## src/hw/rtl/cdq_pkg.sv

```systemverilog
// Shared types and codes for the circular deque with delete by value.
package cdq_pkg;

   localparam int VALUE_WIDTH = 32;
   localparam int KIND_WIDTH  = 3;

   typedef enum logic [KIND_WIDTH-1:0] {
      KIND_PUSH_FRONT = 3'd0,
      KIND_PUSH_BACK  = 3'd1,
      KIND_POP_FRONT  = 3'd2,
      KIND_POP_BACK   = 3'd3,
      KIND_DELETE     = 3'd4
   } cdq_kind_type;

   typedef enum logic [1:0] {
      ST_OK       = 2'd0,
      ST_EMPTY    = 2'd1,
      ST_FULL     = 2'd2,
      ST_NOTFOUND = 2'd3
   } cdq_status_type;

   typedef struct packed {
      logic [VALUE_WIDTH-1:0] value;
      cdq_status_type         status;
   } cdq_result_type;

endpackage

```

## src/hw/rtl/cdq_ram.sv

```systemverilog
// Entry store: one write port and one read port with registered read data.
module cdq_ram #(
   parameter int DEPTH      = 16,
   parameter int DATA_WIDTH = 32,
   parameter int AW         = 4
) (
   input  logic                  clock,
   input  logic                  wr_en,
   input  logic [AW-1:0]         wr_addr,
   input  logic [DATA_WIDTH-1:0] wr_data,
   input  logic                  rd_en,
   input  logic [AW-1:0]         rd_addr,
   output logic [DATA_WIDTH-1:0] rd_data
);

   logic [DATA_WIDTH-1:0] mem [DEPTH];
   logic [DATA_WIDTH-1:0] rd_data_ff;

   always_ff @(posedge clock) begin
      if (wr_en) begin
         mem[wr_addr] <= wr_data;
      end
   end

   always_ff @(posedge clock) begin
      if (rd_en) begin
         rd_data_ff <= mem[rd_addr];
      end
   end

   assign rd_data = rd_data_ff;

endmodule

```

## src/hw/rtl/cdq_seq.sv

```systemverilog
// Sequencer that runs each request over the entry store, one request at a time.
module cdq_seq #(
   parameter int DEPTH      = 16,
   parameter int DATA_WIDTH = 32,
   parameter int AW         = 4
) (
   input  logic                                clock,
   input  logic                                reset,
   input  logic                                start,
   input  logic [cdq_pkg::KIND_WIDTH-1:0]      kind,
   input  logic signed [cdq_pkg::VALUE_WIDTH-1:0] value,
   output logic                                idle,
   output logic                                res_valid,
   input  logic                                res_take,
   output cdq_pkg::cdq_result_type             res,
   output logic                                wr_en,
   output logic [AW-1:0]                       wr_addr,
   output logic [DATA_WIDTH-1:0]               wr_data,
   output logic                                rd_en,
   output logic [AW-1:0]                       rd_addr,
   input  logic [DATA_WIDTH-1:0]               rd_data
);

   import cdq_pkg::*;

   localparam int CW = $clog2(DEPTH + 1);
   localparam logic [AW:0]    SUM_DEPTH = (AW + 1)'(DEPTH);
   localparam logic [CW-1:0]  CNT_FULL  = CW'(DEPTH);
   localparam logic [AW-1:0]  LAST_SLOT = AW'(DEPTH - 1);

   typedef enum logic [2:0] {
      S_IDLE,
      S_EXEC,
      S_POP_WAIT,
      S_CHK,
      S_SHIFT,
      S_DONE
   } state_type;

   typedef enum logic [1:0] {
      PH_HEAD,
      PH_TAIL,
      PH_MID
   } phase_type;

   state_type             state_ff, state_in;
   phase_type             phase_ff, phase_in;
   cdq_kind_type          kind_ff, kind_in;
   logic [DATA_WIDTH-1:0] value_ff, value_in;
   logic [AW-1:0]         head_ff, head_in;
   logic [CW-1:0]         count_ff, count_in;
   logic [AW-1:0]         pos_ff, pos_in;
   logic [VALUE_WIDTH-1:0] res_value_ff, res_value_in;
   cdq_status_type        res_status_ff, res_status_in;

   logic [CW-1:0] count_m1;
   logic [AW-1:0] last_pos;
   logic [CW-1:0] pos_p2;
   logic          is_full;
   logic          is_empty;
   logic          hit;

   // Position in the queue to slot in the store, modulo the depth.
   function automatic logic [AW-1:0] slot_of(input logic [AW-1:0] base,
                                             input logic [AW-1:0] pos);
      logic [AW:0] sum;
      sum = {1'b0, base} + {1'b0, pos};
      if (sum >= SUM_DEPTH) begin
         sum = sum - SUM_DEPTH;
      end
      return sum[AW-1:0];
   endfunction

   assign count_m1 = count_ff - CW'(1);
   assign last_pos = count_m1[AW-1:0];
   assign pos_p2   = CW'(pos_ff) + CW'(2);
   assign is_full  = (count_ff == CNT_FULL);
   assign is_empty = (count_ff == '0);
   assign hit      = (rd_data == value_ff);

   always_comb begin
      state_in      = state_ff;
      phase_in      = phase_ff;
      kind_in       = kind_ff;
      value_in      = value_ff;
      head_in       = head_ff;
      count_in      = count_ff;
      pos_in        = pos_ff;
      res_value_in  = res_value_ff;
      res_status_in = res_status_ff;
      wr_en         = 1'b0;
      wr_addr       = head_ff;
      wr_data       = value_ff;
      rd_en         = 1'b0;
      rd_addr       = head_ff;

      case (state_ff)
         S_IDLE: begin
            if (start) begin
               kind_in       = cdq_kind_type'(kind);
               value_in      = DATA_WIDTH'($unsigned(value));
               res_value_in  = '0;
               res_status_in = ST_OK;
               state_in      = S_EXEC;
            end
         end
         S_EXEC: begin
            state_in = S_DONE;
            case (kind_ff)
               KIND_PUSH_FRONT: begin
                  if (is_full) begin
                     res_status_in = ST_FULL;
                  end else begin
                     head_in  = (head_ff == '0) ? LAST_SLOT : head_ff - AW'(1);
                     wr_en    = 1'b1;
                     wr_addr  = head_in;
                     count_in = count_ff + CW'(1);
                  end
               end
               KIND_PUSH_BACK: begin
                  if (is_full) begin
                     res_status_in = ST_FULL;
                  end else begin
                     wr_en    = 1'b1;
                     wr_addr  = slot_of(head_ff, count_ff[AW-1:0]);
                     count_in = count_ff + CW'(1);
                  end
               end
               KIND_POP_FRONT: begin
                  if (is_empty) begin
                     res_status_in = ST_EMPTY;
                  end else begin
                     rd_en    = 1'b1;
                     rd_addr  = head_ff;
                     state_in = S_POP_WAIT;
                  end
               end
               KIND_POP_BACK: begin
                  if (is_empty) begin
                     res_status_in = ST_EMPTY;
                  end else begin
                     rd_en    = 1'b1;
                     rd_addr  = slot_of(head_ff, last_pos);
                     state_in = S_POP_WAIT;
                  end
               end
               KIND_DELETE: begin
                  if (is_empty) begin
                     res_status_in = ST_EMPTY;
                  end else begin
                     rd_en    = 1'b1;
                     rd_addr  = head_ff;
                     phase_in = PH_HEAD;
                     state_in = S_CHK;
                  end
               end
               default: begin
                  res_status_in = ST_OK;
               end
            endcase
         end
         S_POP_WAIT: begin
            res_value_in = VALUE_WIDTH'(rd_data);
            count_in     = count_m1;
            if (kind_ff == KIND_POP_FRONT) begin
               head_in = slot_of(head_ff, AW'(1));
            end
            state_in = S_DONE;
         end
         S_CHK: begin
            // Compare order: head, then tail, then the entries in between.
            case (phase_ff)
               PH_HEAD: begin
                  if (hit) begin
                     head_in  = slot_of(head_ff, AW'(1));
                     count_in = count_m1;
                     state_in = S_DONE;
                  end else if (count_ff > CW'(1)) begin
                     rd_en    = 1'b1;
                     rd_addr  = slot_of(head_ff, last_pos);
                     phase_in = PH_TAIL;
                  end else begin
                     res_status_in = ST_NOTFOUND;
                     state_in      = S_DONE;
                  end
               end
               PH_TAIL: begin
                  if (hit) begin
                     count_in = count_m1;
                     state_in = S_DONE;
                  end else if (count_ff > CW'(2)) begin
                     rd_en    = 1'b1;
                     rd_addr  = slot_of(head_ff, AW'(1));
                     pos_in   = AW'(1);
                     phase_in = PH_MID;
                  end else begin
                     res_status_in = ST_NOTFOUND;
                     state_in      = S_DONE;
                  end
               end
               default: begin
                  // A match here starts the shift with the entry just after it.
                  if (hit) begin
                     rd_en    = 1'b1;
                     rd_addr  = slot_of(head_ff, pos_ff + AW'(1));
                     state_in = S_SHIFT;
                  end else if (pos_p2 < count_ff) begin
                     rd_en   = 1'b1;
                     rd_addr = slot_of(head_ff, pos_ff + AW'(1));
                     pos_in  = pos_ff + AW'(1);
                  end else begin
                     res_status_in = ST_NOTFOUND;
                     state_in      = S_DONE;
                  end
               end
            endcase
         end
         S_SHIFT: begin
            wr_en   = 1'b1;
            wr_addr = slot_of(head_ff, pos_ff);
            wr_data = rd_data;
            if (pos_p2 < count_ff) begin
               rd_en   = 1'b1;
               rd_addr = slot_of(head_ff, pos_ff + AW'(2));
               pos_in  = pos_ff + AW'(1);
            end else begin
               count_in = count_m1;
               state_in = S_DONE;
            end
         end
         S_DONE: begin
            if (res_take) begin
               state_in = S_IDLE;
            end
         end
         default: begin
            state_in = S_IDLE;
         end
      endcase
   end

   always_ff @(posedge clock) begin
      if (reset) begin
         state_ff <= S_IDLE;
         head_ff  <= '0;
         count_ff <= '0;
      end else begin
         state_ff      <= state_in;
         head_ff       <= head_in;
         count_ff      <= count_in;
         phase_ff      <= phase_in;
         kind_ff       <= kind_in;
         value_ff      <= value_in;
         pos_ff        <= pos_in;
         res_value_ff  <= res_value_in;
         res_status_ff <= res_status_in;
      end
   end

   assign idle       = (state_ff == S_IDLE);
   assign res_valid  = (state_ff == S_DONE);
   assign res.value  = res_value_ff;
   assign res.status = res_status_ff;

endmodule

```

## src/hw/rtl/circular_deque_remove_by_value.sv

```systemverilog
// rsp_valid rises once the sequencer's result is taken into the output register: a push runs
// S_EXEC, a pop adds S_POP_WAIT, a delete checks head, tail, then scans or moves interior entries.
// The sequencer takes one request at a time and a new one only once it is idle again, set by the
// single read and single write port of the entry store walked by the sequencer.
// A result waiting in the output register does not hold off the next request.
// Reset (synchronous, active high) empties the queue; stored entries are not cleared.
module circular_deque_remove_by_value #(
   parameter int DEPTH      = 16,
   parameter int DATA_WIDTH = 32
) (
   input  logic                                   clock,
   input  logic                                   reset,
   input  logic                                   req_valid,
   output logic                                   req_ready,
   input  logic [cdq_pkg::KIND_WIDTH-1:0]         req_type,
   input  logic signed [cdq_pkg::VALUE_WIDTH-1:0] req_item_value,
   output logic                                   rsp_valid,
   input  logic                                   rsp_ready,
   output logic signed [cdq_pkg::VALUE_WIDTH-1:0] rsp_out_value,
   output logic [1:0]                             rsp_status
);

   import cdq_pkg::*;

   localparam int AW = $clog2(DEPTH);

   logic                  seq_idle;
   logic                  seq_res_valid;
   logic                  seq_res_take;
   cdq_result_type        seq_res;
   logic                  wr_en;
   logic [AW-1:0]         wr_addr;
   logic [DATA_WIDTH-1:0] wr_data;
   logic                  rd_en;
   logic [AW-1:0]         rd_addr;
   logic [DATA_WIDTH-1:0] rd_data;

   logic                   rsp_valid_ff, rsp_valid_in;
   logic [VALUE_WIDTH-1:0] rsp_value_ff, rsp_value_in;
   logic [1:0]             rsp_status_ff, rsp_status_in;

   assign req_ready = seq_idle;

   // The output register takes a result when empty or being emptied this cycle.
   assign seq_res_take = seq_res_valid && (!rsp_valid_ff || rsp_ready);

   always_comb begin
      rsp_valid_in  = rsp_valid_ff;
      rsp_value_in  = rsp_value_ff;
      rsp_status_in = rsp_status_ff;
      if (rsp_valid_ff && rsp_ready) begin
         rsp_valid_in = 1'b0;
      end
      if (seq_res_take) begin
         rsp_valid_in  = 1'b1;
         rsp_value_in  = seq_res.value;
         rsp_status_in = seq_res.status;
      end
   end

   always_ff @(posedge clock) begin
      if (reset) begin
         rsp_valid_ff <= 1'b0;
      end else begin
         rsp_valid_ff  <= rsp_valid_in;
         rsp_value_ff  <= rsp_value_in;
         rsp_status_ff <= rsp_status_in;
      end
   end

   assign rsp_valid     = rsp_valid_ff;
   assign rsp_out_value = rsp_value_ff;
   assign rsp_status    = rsp_status_ff;

   cdq_seq #(
      .DEPTH      (DEPTH),
      .DATA_WIDTH (DATA_WIDTH),
      .AW         (AW)
   ) u_seq (
      .clock     (clock),
      .reset     (reset),
      .start     (req_valid && req_ready),
      .kind      (req_type),
      .value     (req_item_value),
      .idle      (seq_idle),
      .res_valid (seq_res_valid),
      .res_take  (seq_res_take),
      .res       (seq_res),
      .wr_en     (wr_en),
      .wr_addr   (wr_addr),
      .wr_data   (wr_data),
      .rd_en     (rd_en),
      .rd_addr   (rd_addr),
      .rd_data   (rd_data)
   );

   cdq_ram #(
      .DEPTH      (DEPTH),
      .DATA_WIDTH (DATA_WIDTH),
      .AW         (AW)
   ) u_ram (
      .clock   (clock),
      .wr_en   (wr_en),
      .wr_addr (wr_addr),
      .wr_data (wr_data),
      .rd_en   (rd_en),
      .rd_addr (rd_addr),
      .rd_data (rd_data)
   );

endmodule

```

## config.mk

```make
export PLATFORM = sky130hd
export DESIGN_NAME = circular_deque_remove_by_value
export DESIGN_NICKNAME = d
export VERILOG_FILES = /design/src/hw/rtl/cdq_pkg.sv /design/src/hw/rtl/cdq_ram.sv /design/src/hw/rtl/cdq_seq.sv /design/src/hw/rtl/circular_deque_remove_by_value.sv
export SDC_FILE = /design/constraint.sdc
export NUM_CORES = 1
export LEC_CHECK = 0
export CORE_UTILIZATION = 34
export DETAILED_ROUTE_END_ITERATION = 7
export DONT_BUFFER_PORTS = 1
export PLACE_DENSITY = 0.5
export SYNTH_ARGS = -nofsm -noshare
export SYNTH_HDL_FRONTEND = slang
export SYNTH_HIERARCHICAL = 1
export SYNTH_SLANG_ARGS = --single-unit
```

## constraint.sdc

```tcl
create_clock -name clock -period 8.44 [get_ports clock]
set_input_delay 1.688 -clock clock [delete_from_list [all_inputs] [get_ports clock]]
set_output_delay 1.688 -clock clock [all_outputs]
set_load 0.02 [all_outputs]
```

== Yosys cells after proc, flatten, opt, wreduce, memory -nomap -nowiden ==
Memory sizes are Yosys's and may differ from the RTL's. A register that Yosys moved wholly into a read port is not among the register bits.
Cells that the tools add are included.

* Add/subtract/negate cells: 18
* Order comparisons: 9
* Equality and inequality tests: 38
* Mux-type cells: 92
* Bitwise operators: 1
* Reductions and logical operators: 30

{| class="wikitable"
|+ Operator list
! kind !! number
|-
| $mux 4 || 26
|-
| $mux 32 || 2
|-
| $pmux 32 s2 || 1
|-
| $pmux 4 s2 || 5
|-
| $eq 32x32->1 || 1
|-
| $ge 5x5->1 const B || 6
|-
| $mux 2 || 15
|-
| $mux 3 || 10
|-
| $sub 4x1->4 const B || 7
|-
| $add 4x4->5 || 5
|-
| $mux 5 || 5
|-
| $pmux 4 s3 || 2
|-
| $pmux 5 s4 || 1
|-
| $pmux 3 s6 || 1
|-
| $reduce_and 9->1 || 2
|-
| $ne 2x2->1 const B || 8
|-
| $pmux 2 s2 || 4
|-
| $mux 1 || 14
|-
| $eq 3x2->1 const B || 4
|-
| $ne 2x1->1 const B || 6
|-
| $ne 3x2->1 const B || 4
|-
| $ne 3x3->1 const B || 4
|-
| $pmux 3 s2 || 2
|-
| $reduce_and 5->1 || 2
|-
| 36 further kinds || 51
|}

* Bits in registers: 122
* Bits in writable memories: 512
* Bits of input ports: 39
* Memories: 1

{| class="wikitable"
|+ Memory list
! memory !! words !! width !! read ports !! clocked after Yosys merged registers in !! write ports !! RTL line !! text
|-
| u_ram.mem || 16 || 32 || 1 || 1 || 1 || cdq_ram.sv:16 || <nowiki>logic [DATA_WIDTH-1:0] mem [DEPTH];</nowiki>
|}

== Longest topological paths before layout ==
* Depth in word-level cells: 8
* Depth in mapped cells: 17
* Depth with buffers taken out: 15

== By module ==
Netlist, hierarchy kept.

{| class="wikitable"
|+ By module, submodules not included
! module !! instances !! cells an instance !! area each (um2) !! seq. area each (um2)
|-
| cdq_ram || 1 || 838 || 20155.6 || 16335.7
|-
| cdq_seq || 1 || 628 || 5681.7 || 2492.4
|-
| circular_deque_remove_by_value || 1 || 41 || 1088.5 || 1041.0
|}

== Worst setup path before layout ==
OpenSTA, ideal clock, no wires.

* Path kind: input port to flip-flop
* From: input reset
* To: register u_seq.res_value_ff[0] (enable)
* Setup time: 0.502 ns
* Arrival: 4.989 ns
* Path slack: 2.949 ns
* Stages on the path: 2
* Buffers on the path: 1
* Path through: buf_1 > nor4_1

* Word-level cells in the longest chain between the ends: 2

{| class="wikitable"
|+ Ends and longest elaborated chain
! element !! RTL line !! text
|-
| start, declared || circular_deque_remove_by_value.sv:12 || <nowiki>input logic reset,</nowiki>
|-
| $not 1->1 (no line) || n/a ||
|-
| $reduce_and 3->1 (no line) || n/a ||
|-
| end signal, assigned || cdq_seq.sv:255 || <nowiki>res_value_ff <= res_value_in;</nowiki>
|-
| end, declared || cdq_seq.sv:53 || <nowiki>logic [VALUE_WIDTH-1:0] res_value_ff, res_value_in;</nowiki>
|}

No other way between the ends.
A chain may end at the register's enable or synchronous reset.

== Final worst setup path ==
* From: register u_ram.rd_data_ff[15], in the netlist u_ram/rd_data[15] (read register of u_ram.mem)
* To: register u_ram.rd_data_ff[18], in the netlist u_ram/rd_data[18] (read register of u_ram.mem) (data pin)

* Word-level cells in the longest chain between the ends: 4
* Elaborated cells on any way between the ends: 11

{| class="wikitable"
|+ Ends and longest elaborated chain
! element !! RTL line !! text
|-
| start, declared || cdq_ram.sv:17 || <nowiki>logic [DATA_WIDTH-1:0] rd_data_ff;</nowiki>
|-
| $eq 32x32->1 (*) || cdq_seq.sv:79 || <nowiki>assign hit = (rd_data == value_ff);</nowiki>
|-
| $mux 4, on equally long branches || cdq_seq.sv:203, cdq_seq.sv:174, cdq_seq.sv:188 ||
|-
| $pmux 4 s2 (*) || cdq_seq.sv:172 || <nowiki>case (phase_ff)</nowiki>
|-
| $pmux 4 s3 (*) || cdq_seq.sv:97 || <nowiki>case (state_ff)</nowiki>
|-
| via rd_addr[0] || circular_deque_remove_by_value.sv:35 || <nowiki>logic [AW-1:0] rd_addr;</nowiki>
|}

The timed path passes the listed nets; every way through them passes the cells marked *.

==> results.json <==
{
  "hold_class": "flip-flop to flip-flop",
  "cp_cell_sequence": "xor2_1, nor4_1, nand4_1, or2_1, a21o_1, nand2_1, nor2_1, o41ai_2, buf_12, buf_12, mux4_2, a22oi_1, nand2_1",
  "status": "finished clean",
  "cts_hold_buffers": 0,
  "port-buffer-count": 0,
  "r2r_start": "u_ram/rd_data[15]",
  "cts_tree": "yes",
  "rows": 102,
  "routed-via-count": 14050,
  "timing.hold.worst_endpoint": "rsp_out_value[22]",
  "power.density_nw_per_um2": 327.1,
  "cts.clk_slew.worst_paths_ns": 0.06,
  "rsz0062_at_grt": "no",
  "cts_inserted_buffers": 72,
  "dp.cells": 2508,
  "ys_ff_latch": 666,
  "max_stage_delay_ns": 0.69,
  "clkSinkCount": 666,
  "drt_iter0_markers": 1488,
  "avgSynthCellArea_um2": 17.87,
  "ios": 75,
  "syn_inst": 1507,
  "cts-htree-levels": 3,
  "core_um2": 77850,
  "synth_cell_types": 65,
  "cts_root_buf": "clkbuf_16",
  "gp_congestion": 0.8635,
  "grt_max_degree": 75,
  "end_kind": "flip-flop",
  "synthesis.area_um2": 26930,
  "routed_wl_um": 71210,
  "final_area_um2": 30760,
  "timing.slew.headroom_pct": 37.00,
  "hpwl_um": 38600,
  "antenna_found_initial": 7,
  "async_flop_share_pct": 0,
  "die_x_um": 283.4,
  "hold_viol": 0,
  "use_met1_pct": 25.37,
  "synthToLayoutAreaGrowth_pct": 14.25,
  "cp.arrival_ns": 5.72,
  "fin_crit_ns": 5.348,
  "stdcell_count": 2642,
  "synth_enable_flop_cells": 653,
  "die_y_um": 283.4,
  "maxCapViolCount": 0,
  "finalNetCount": 1614,
  "setup_viol": 0,
  "drtAntennaViolNets": 0,
  "cp-startpoint": "u_ram/rd_data[15]",
  "critPathMaxFanout": 74,
  "finalSetupTns_ns": 0,
  "top_usage_layer": "met2",
  "slowest_stage": "nor4_1",
  "drive_above_1_share_pct": 19.05,
  "viasPerCell": 5.317,
  "worstPathRequired_ns": 8.81,
  "place_area_um2": 28380,
  "drt_pre_antenna_iters": 5,
  "crit_path_start_kind": "flip-flop",
  "worst_skew_pair.late_latency_ns": 0.62,
  "grt_use_met2_pct": 28.11,
  "min_from": "u_seq/res_value_ff[22]",
  "overflow": 0,
  "synth_nets": 1579,
  "worst-setup-path-type": "flip-flop to flip-flop",
  "grt.total_usage_pct": 17.80,
  "grt_pass1_wl_um": 103000,
  "reg2reg_slack_ns": 3.09,
  "synth_ff_type": "edfxtp_1",
  "peakVddDrop_mv": 0.1803,
  "slew_violations": 0,
  "clockBufferDepth": 3,
  "wl_per_cell_um": 26.95,
  "grt_use_met3_pct": 3.625,
  "ys_seq_area_share_pct": 73.79,
  "max_freq_mhz": 187.0,
  "period_share_pct": 63.37,
  "cts_resized": 0,
  "min_path_cells": 0,
  "worstReg2RegEnd": "u_ram/rd_data[18]",
  "dieArea_um2": 80320,
  "reg2regPathDepth": 13,
  "drc": 0,
  "initial_core_util_pct": 34.59,
  "tightest_slew_ns": 0.9437,
  "leakage_nw": 9.743,
  "finalClockSkew_ns": 0.02444,
  "synth_warnings": 6,
  "grt_pass1_vias": 14150,
  "postCtsSetupBuffers": 0
}
==> sequential cells by signal (all words and copies together) (netlist names), 2 cells and up <==
signal / cells
rsp_out_value: 32
u_seq/pos_ff: 4
u_seq/kind_ff: 3
u_seq/state_ff: 3
u_seq/phase_ff: 2
u_seq/res_value_ff: 32
u_ram/rd_data: 32
u_seq/count_ff: 5
rsp_status: 2
u_ram/mem: 512
u_seq/value_ff: 32
u_seq/head_ff: 4
u_seq/res_status_ff: 2
==> cells in the mapped netlist (4+ instances only) <==
| library cell | n | area (µm²) |
|---|---|---|
| a21o_1 | 7 | 52.55 |
| nand3b_1 | 4 | 30.03 |
| nand2b_1 | 7 | 43.79 |
| nor4_1 | 11 | 68.82 |
| dfxtp_1 | 13 | 260.3 |
| nand2_1 | 179 | 671.9 |
| a21oi_1 | 34 | 170.2 |
| ha_1 | 28 | 350.3 |
| o22ai_1 | 4 | 25.02 |
| nor2_1 | 59 | 221.5 |
| a22oi_1 | 66 | 495.5 |
| nor2b_1 | 6 | 37.54 |
| xnor2_1 | 11 | 96.34 |
| a31oi_1 | 4 | 25.02 |
| fa_1 | 5 | 100.1 |
| nand4_1 | 5 | 31.28 |
| nor3_1 | 11 | 55.05 |
| mux4_2 | 128 | 2883 |
| buf_4 | 9 | 67.56 |
| nand3_1 | 11 | 55.05 |
| xor2_1 | 44 | 385.4 |
| inv_1 | 18 | 67.56 |
| edfxtp_1 | 653 | 19610 |
| buf_2 | 7 | 35.03 |
| mux2i_1 | 4 | 40.04 |
| and2_1 | 38 | 237.7 |
| o21ai_0 | 28 | 140.1 |
| clkbuf_1 | 48 | 180.2 |
| buf_1 | 11 | 41.29 |
| or3_1 | 4 | 25.02 |
==> cells in the final DEF (no fill, tap or decap), drive strengths merged, types with 31 or more instances in the layout <==
master,instances
edfxtp,653
a22oi,66
and2,40
a21oi,34
nand2,179
clkinv,31
nor2,59
xor2,44
mux4,128
clkbuf,87
buf,36
==> per-layer routing <==
layer,up-vias,part of all wire [%]
met5,-,0.087
li1,6027,-
met3,90,6.5
met4,8,1.7
met2,482,47
met1,7440,45
==> cells by family after synthesis <==
logic type,after synthesis,share of synthesized area (%)
AO/OA/AOI/OAI,176,4.438
XOR/XNOR,55,1.789
adder cells (fa/ha/maj),33,1.673
buffers and inverters,93,1.454
flip-flops,666,73.79
multiplexers,133,10.90
AND/OR/NAND/NOR,351,5.957
==> report_power, final <==
part / switching [mW] / total (mW) / internal (mW)
sequential: 0.168 / 4.46 / 4.29
clock: 1.32 / 3.16 / 1.84
combinational: 1.59 / 2.45 / 0.859
==> worst max-delay path, delay by kind of cell (launching register included) <==
family	cells	cell delay, ns
AO/OA/AOI/OAI	3	0.89
multiplexers	1	0.58
flip-flops	1	0.49
AND/OR/NAND/NOR	6	1.78
XOR/XNOR	1	0.20
buffers and inverters	2	0.94
==> layout make-up <==
type / instances / area, µm²
diodes: 1 / 2.502
clock buffers: 87 / 1901
clock inverters: 46 / 476.7
fillers: 7073 / 47090
inverters: 18 / 67.56
multi-input cells: 748 / 6850
flip-flops and latches: 666 / 19870
well taps: 1040 / 1301
repair buffers: 36 / 295.3
==> how the worst max path moves through the flow <==
| stage | cells past startpoint | slack (ns) | end |
|---|---|---|---|
| floorplan | 2 | 2.95 | u_seq/res_value_ff[0] |
| global placement | 13 | 3.01 | u_ram/rd_data[18] |
| detailed placement | 13 | 3.02 | u_ram/rd_data[11] |
| CTS | 13 | 3.01 | u_ram/rd_data[19] |
| global route | 13 | 2.72 | u_ram/rd_data[19] |
| finish | 13 | 3.09 | u_ram/rd_data[18] |
==> stage by stage <==
step / utilization, % / setup WS [ns] / total power, mW / hold WS (ns)
5_1_grt: 39.51 / 2.720 / 10.50 / 0.4267
2_1_floorplan: - / 2.949 / 6.130 / 0.4003
6_report: 39.52 / 3.092 / 10.06 / 0.4175
4_1_cts: 39.51 / 3.014 / 10.18 / 0.4195
3_5_place_dp: 36.46 / 3.023 / 6.997 / 0.4045
3_3_place_gp: 36.46 / 3.010 / 6.966 / 0.4053
Power figures use the tool's default switching activity.
